===== config.mk =====
export PLATFORM = sky130hd
export DESIGN_NAME = pidc_ctrl
export DESIGN_NICKNAME = d
export VERILOG_FILES = /design/src/rtl/pidc_pkg.sv /design/src/rtl/pidc_ctrl.sv
export SDC_FILE = /design/constraint.sdc
export NUM_CORES = 1
export LEC_CHECK = 0
export ABC_AREA = 1
export BUFFER_PORTS_ARGS = -buffer_cell sky130_fd_sc_hd__buf_4
export CORE_AREA = 2 2 39 41
export CTS_CLUSTER_SIZE = 30
export DETAILED_ROUTE_END_ITERATION = 10
export DIE_AREA = 0 0 41 43
export SETUP_SLACK_MARGIN = 0.5
export SYNTH_ARGS = -nofsm -noshare
export SYNTH_HDL_FRONTEND = slang
export SYNTH_SLANG_ARGS = --single-unit

===== constraint.sdc =====
create_clock -name clock -period 1.5 [get_ports clock]
set_input_delay 0.15 -clock clock [delete_from_list [all_inputs] [get_ports clock]]
set_output_delay 0.15 -clock clock [all_outputs]
set_load 0.02 [all_outputs]

===== src/rtl/pidc_pkg.sv =====
// ----------------------------------------------------------------------------
// PID controller package
// Shared types, codes, constants and saturation helpers for the PID core.
// ----------------------------------------------------------------------------
package pidc_pkg;

   localparam logic [1:0] ACT_FILTERED = 2'd0;
   localparam logic [1:0] ACT_EXTERNAL = 2'd1;
   localparam logic [1:0] ACT_RESTART  = 2'd2;
   localparam logic [1:0] ACT_HOLD     = 2'd3;

   localparam logic [2:0] REG_GAIN_PROP        = 3'd0;
   localparam logic [2:0] REG_GAIN_INTEGRAL    = 3'd1;
   localparam logic [2:0] REG_GAIN_DERIV       = 3'd2;
   localparam logic [2:0] REG_GAIN_FEEDFORWARD = 3'd3;
   localparam logic [2:0] REG_DRIVE_MAX        = 3'd4;
   localparam logic [2:0] REG_DRIVE_MIN        = 3'd5;
   localparam logic [2:0] REG_RAMP_RATE        = 3'd6;
   localparam logic [2:0] REG_FILTER_RATE      = 3'd7;

   localparam logic signed [32:0] DERIV_FILTER_GAIN = 33'sd65536;
   localparam logic signed [63:0] OUTPUT_BIAS       = 64'sd0;

   localparam logic signed [65:0] S32_MAX_W = 66'sd2147483647;
   localparam logic signed [65:0] S32_MIN_W = -66'sd2147483648;
   localparam logic signed [65:0] S48_MAX_W = 66'sd140737488355327;
   localparam logic signed [65:0] S48_MIN_W = -66'sd140737488355328;

   typedef enum logic [3:0] {
      ST_IDLE, ST_PREP, ST_PREP2, ST_COEF, ST_STEP, ST_INT, ST_PROP, ST_DERIV,
      ST_FILT, ST_IHI, ST_ILO, ST_DTERM, ST_FF, ST_RAMP, ST_DRAIN, ST_FIN
   } state_type;

   typedef enum logic [3:0] {
      MUL_NONE, MUL_COEF, MUL_STEP, MUL_INT, MUL_PROP, MUL_DERIV, MUL_FILT,
      MUL_IHI, MUL_ILO, MUL_DTERM, MUL_FF, MUL_RAMP
   } mul_op_type;

   typedef struct packed {
      logic       load;
      logic       prep;
      logic       prep2;
      mul_op_type mul_op;
      logic       drain;
      logic       fin;
   } cmd_type;

   typedef struct packed {
      logic [1:0] action;
      logic       out_free;
   } status_type;

   function automatic logic signed [31:0] sat32(input logic signed [65:0] v);
      logic signed [31:0] r;
      if (v > S32_MAX_W) r = 32'sh7fffffff;
      else if (v < S32_MIN_W) r = 32'sh80000000;
      else r = v[31:0];
      return r;
   endfunction

   function automatic logic signed [47:0] sat48(input logic signed [65:0] v);
      logic signed [47:0] r;
      if (v > S48_MAX_W) r = 48'sh7fffffffffff;
      else if (v < S48_MIN_W) r = 48'sh800000000000;
      else r = v[47:0];
      return r;
   endfunction

endpackage


===== src/rtl/pidc_ctrl.sv =====
// ----------------------------------------------------------------------------
// PID sequencer
// Steps one request through the shared multiplier schedule.
// ----------------------------------------------------------------------------
module pidc_ctrl
   import pidc_pkg::*;
(
   input  logic       clock,
   input  logic       reset,
   input  logic       req_valid,
   output logic       req_ready,
   input  status_type status,
   output cmd_type    cmd
);

   state_type state_ff, state_in;
   logic      filtered;

   assign filtered = (status.action == ACT_FILTERED);

   always_ff @(posedge clock) begin
      if (reset) state_ff <= ST_IDLE;
      else state_ff <= state_in;
   end

   always_comb begin
      state_in = state_ff;
      unique case (state_ff)
         ST_IDLE:  if (req_valid) state_in = ST_PREP;
         ST_PREP: begin
            if (status.action == ACT_RESTART || status.action == ACT_HOLD)
               state_in = ST_FIN;
            else
               state_in = ST_PREP2;
         end
         ST_PREP2: state_in = filtered ? ST_COEF : ST_INT;
         ST_COEF:  state_in = ST_STEP;
         ST_STEP:  state_in = ST_INT;
         ST_INT:   state_in = ST_PROP;
         ST_PROP:  state_in = filtered ? ST_DERIV : ST_IHI;
         ST_DERIV: state_in = ST_FILT;
         ST_FILT:  state_in = ST_IHI;
         ST_IHI:   state_in = ST_ILO;
         ST_ILO:   state_in = ST_DTERM;
         ST_DTERM: state_in = ST_FF;
         ST_FF:    state_in = ST_RAMP;
         ST_RAMP:  state_in = ST_DRAIN;
         ST_DRAIN: state_in = ST_FIN;
         ST_FIN:   if (status.out_free) state_in = ST_IDLE;
         default:  state_in = ST_IDLE;
      endcase
   end

   always_comb begin
      req_ready  = (state_ff == ST_IDLE);
      cmd        = '0;
      cmd.mul_op = MUL_NONE;
      unique case (state_ff)
         ST_IDLE:  cmd.load = req_valid;
         ST_PREP:  cmd.prep = 1'b1;
         ST_PREP2: cmd.prep2 = 1'b1;
         ST_COEF:  cmd.mul_op = MUL_COEF;
         ST_STEP:  cmd.mul_op = MUL_STEP;
         ST_INT:   cmd.mul_op = MUL_INT;
         ST_PROP:  cmd.mul_op = MUL_PROP;
         ST_DERIV: cmd.mul_op = MUL_DERIV;
         ST_FILT:  cmd.mul_op = MUL_FILT;
         ST_IHI:   cmd.mul_op = MUL_IHI;
         ST_ILO:   cmd.mul_op = MUL_ILO;
         ST_DTERM: cmd.mul_op = MUL_DTERM;
         ST_FF:    cmd.mul_op = MUL_FF;
         ST_RAMP:  cmd.mul_op = MUL_RAMP;
         ST_DRAIN: cmd.drain = 1'b1;
         ST_FIN:   cmd.fin = status.out_free;
         default:  cmd.load = 1'b0;
      endcase
   end

endmodule


Word level (Yosys, flattened, before mapping). Index checks and enable logic that the tools add are counted. W data, S select, Z words.

Reductions and logical operators: 4. Eq/ne operators: 19. Multiplexer cells: 12.

Operator list (number): $pmux W4 S16 (1); $pmux W4 S11 (1); $eq A4 B4 Y1 const B (8); $eq A4 B3 Y1 const B (4); $mux W4 (4); $eq A4 B2 Y1 const B (2); $mux W1 (5); $eq A2 B2 Y1 const B (2); $eq A4 B1 Y1 const B (1); $logic_not A4 Y1 (1); $ne A2 B2 Y1 const B (2); $mux W3 (1); $logic_not A2 Y1 (1); $reduce_and A2 Y1 (1); $logic_or A1 B1 Y1 (1).

Flip-flop bits (word level): 4. Input port bits: 6.

Depth between registers and ports, before layout.
Depth in word-level cells: 4. Mapped depth: 8. Mapped depth without buffers: 8.

Least setup slack after synthesis. No wires, ideal clock.

Path kind: register to output. From: register state_ff[3]. To: output port cmd[8] (netlist bit). Cell stages (with the launch flop): 4. Data required time: 1.350 ns. Data arrival time: 1.017 ns. Setup slack: 0.333 ns. Path through: dfxtp_1 -> inv_2 -> nand2_1 -> nor3_1.

RTL lines: start, declared (RTL line pidc_ctrl.sv:16) `state_type state_ff, state_in;`; start signal, assigned (RTL line pidc_ctrl.sv:23) `else state_ff <= state_in;`; end, declared (RTL line pidc_ctrl.sv:13) `output cmd_type cmd`.

==> results.toml <==
[logic_synthesis]
seq_area_frac_synth_pct = 21.5
ys_ff_latch = 4
yosys-top-cells-count = "nand2_1 (16), inv_1 (14), nor2_1 (13)"
synth_top_cell_by_area = "dfxtp_1"
synth_edf_count = 0
synth_top_area_share_pct = 21.5
netlist_area_sq_um = 373
syn_nets = 77
synth.area.top_cells = "dfxtp_1 (21%), nand2_1 (16%), inv_1 (14%)"
avgSynthCellArea_sq_um = 5.25
syn_inst = 71
yosys_warnings = 0
synth.distinct_cells = 15
synth_flop_cell = "dfxtp_1"
yosysMostFrequentCell = "nand2_1"
async_reset_ff_share_pct = 0

[finish]
reg_top3 = "state_ff (4)"
finish.net_count = 103
regMostFlops = "state_ff"
syn_to_final_growth_pct = 96.3
fillCellCount = 133
largest_register_ffs = 4
stdcell_area_sq_um = 732
fin_cells = 111
drive_gt1_share_pct = 57.9
n_antenna_cell = 0

[critical_path]
reg2reg_depth = 9
crit_top_cell = "buf_4"
worstPathMaxFanout = 5
critPathLaunchType = "register"
cp-end-kind = "output pin"
slowest_stage = "dfxtp_4"
cp.required_ns = 1.35
critPathKind = "register to output pin"
max_stage_delay_ns = 0.41
arrival_ns = 1.08
crit_chain = "inv_6, buf_4, a21oi_2, buf_4"

[timing]
max_freq_ghz = 0.812
min_period_over_period_pct = 82.1
finalSetupViolations = 0
drv_slew = 0
rsz0062_at_grt = "yes"
worst_slew_pin_slew_ns = 0.170
min_period_ns = 1.23
max_slew_margin_pct = 88.7
finalHoldViolCount = 0
whs_ns = 0.0758
fin_skew_ns = 0.00590
fin_setup_tns_ns = 0
setup_slack_ns = 0.269

[route]
drtIter0Drc = 8
drt_wl_total_um = 1170
ant_nets = 0
first_pass_iters = 2
vias = 499
routedWlPerCell_um = 10.5
via_per_inst = 4.50
drcViolationCount = 0

[clocking]
cts_root_buf = "clkbuf_4"
insertion_delay_ns = 0.23
numCtsBuffers = 3
path_clk_slew_ns = 0.04
cts_hold_buffers = 0
ctsLongestPathBuffers = 2
cts_max_level = 1
cts_tree = "yes"
cts.sinks = 4

[floorplan]
dieArea_sq_um = 1760
ioPinCount = 16
rows = 14
die_w_um = 41
coreArea_sq_um = 1380
start_util_pct = 26.9
die_h_um = 43

[pwr]
power_density_nw_per_um2 = 1240
peakVddDrop_uv = 673
p_leak_nw = 0.400

[global_route]
grt_pass1_wl_um = 2020
grt.total_usage_pct = 16.0
first_global_vias = 534
overflow = 0
grt_start_max_net_pins = 7
antenna_found_initial = 0

[place]
dp_cells = 102
portBuffers = 15
gp_congestion = 0.889
placed_cell_area_sq_um = 551
hpwl_um = 839
pre_cts_ws_ns = 0.378

[run_status]
status = "completed"

[job]
cap_violations = 0

[hold_path]
hold_path.class = "input port to register"
min_path_cells = 2
-- layer usage --
layer  wire length (um)  GRT usage [%]  part of all wire, %
met5                  0              0                    0
met4                  0           6.00                    0
met3                 30           3.66                  2.6
met2                655           25.6                   56
met1                481           19.6                   41
-- final cells by class --
class	count	area, sq um	area share (%)
multi-input combinational	50	339	46.3
timing repair buffer	21	176	24.1
sequential	4	95.1	13.0
inverter	17	78.8	10.8
clock buffer	3	22.5	3.08
tap	16	20.0	2.74
-- report_power, final --
part | leakage [nW] | switching [mW] | internal, mW
registers | 0.0356 | 0.0724 | 0.141
logic | 0.351 | 0.310 | 0.256
clock network | 0.0138 | 0.0399 | 0.0892
total | 0.400 | 0.423 | 0.485
-- path summary, 6_finish.rpt --
kind | start | endpoint | slack, ns
setup reg to reg | state_ff[1] | state_ff[2] | 0.41
hold reg to reg | state_ff[0] | state_ff[0] | 0.61
hold / removal | reset | state_ff[3] | 0.08
setup / recovery | state_ff[3] | cmd[4] | 0.27
-- repair_timing --
action | 4_1_cts | 5_1_grt
setup buffers | 4 | 2
resized for setup | 27 | 12
pin swaps | 6 | 12
hold endpoints to repair | 0 | 0
endpoints found under the setup margin | 14 | 14
-- through the flow --
step,power [mW],util (%)
2_1_floorplan,0.470,-
3_3_place_gp,0.603,39.8
3_5_place_dp,0.607,39.8
4_1_cts,0.862,48.5
5_1_grt,0.975,52.9
6_report,0.908,52.9
-- placed cells by master (no fill, tap or decap) --
| cell type | instances |
|---|---|
| nand3_2 | 1 |
| nand3_4 | 1 |
| clkbuf_4 | 3 |
| buf_6 | 5 |
| nand4_1 | 1 |
| nand2_2 | 2 |
| a21oi_1 | 1 |
| inv_1 | 10 |
| nor3_2 | 3 |
| a21oi_2 | 1 |
| o21ai_2 | 1 |
| nand2_1 | 12 |
| inv_6 | 2 |
| buf_4 | 16 |
| nand2_8 | 1 |
| nand3_1 | 6 |
| nor2_2 | 2 |
| nor2_1 | 9 |
| nor2_4 | 4 |
| o21bai_1 | 1 |
| dfxtp_4 | 4 |
| inv_2 | 3 |
| nand2_4 | 3 |
| inv_4 | 2 |
| o22ai_2 | 1 |
-- worst max-delay path: cells and delay by family, from the launching register on --
family / cells / cell delay [ns]
flops: 1 / 0.41
buf+inv: 3 / 0.34
compound gates: 1 / 0.10
-- logic make-up after synthesis --
| kind of cell | synth area share [%] |
|---|---|
| and+or+nand+nor | 53.7 |
| DFF | 21.5 |
| buffers and inverters | 17.1 |
| AOI/OAI and AO/OA | 7.72 |
No activity file was read; power rests on OpenSTA's default activity.
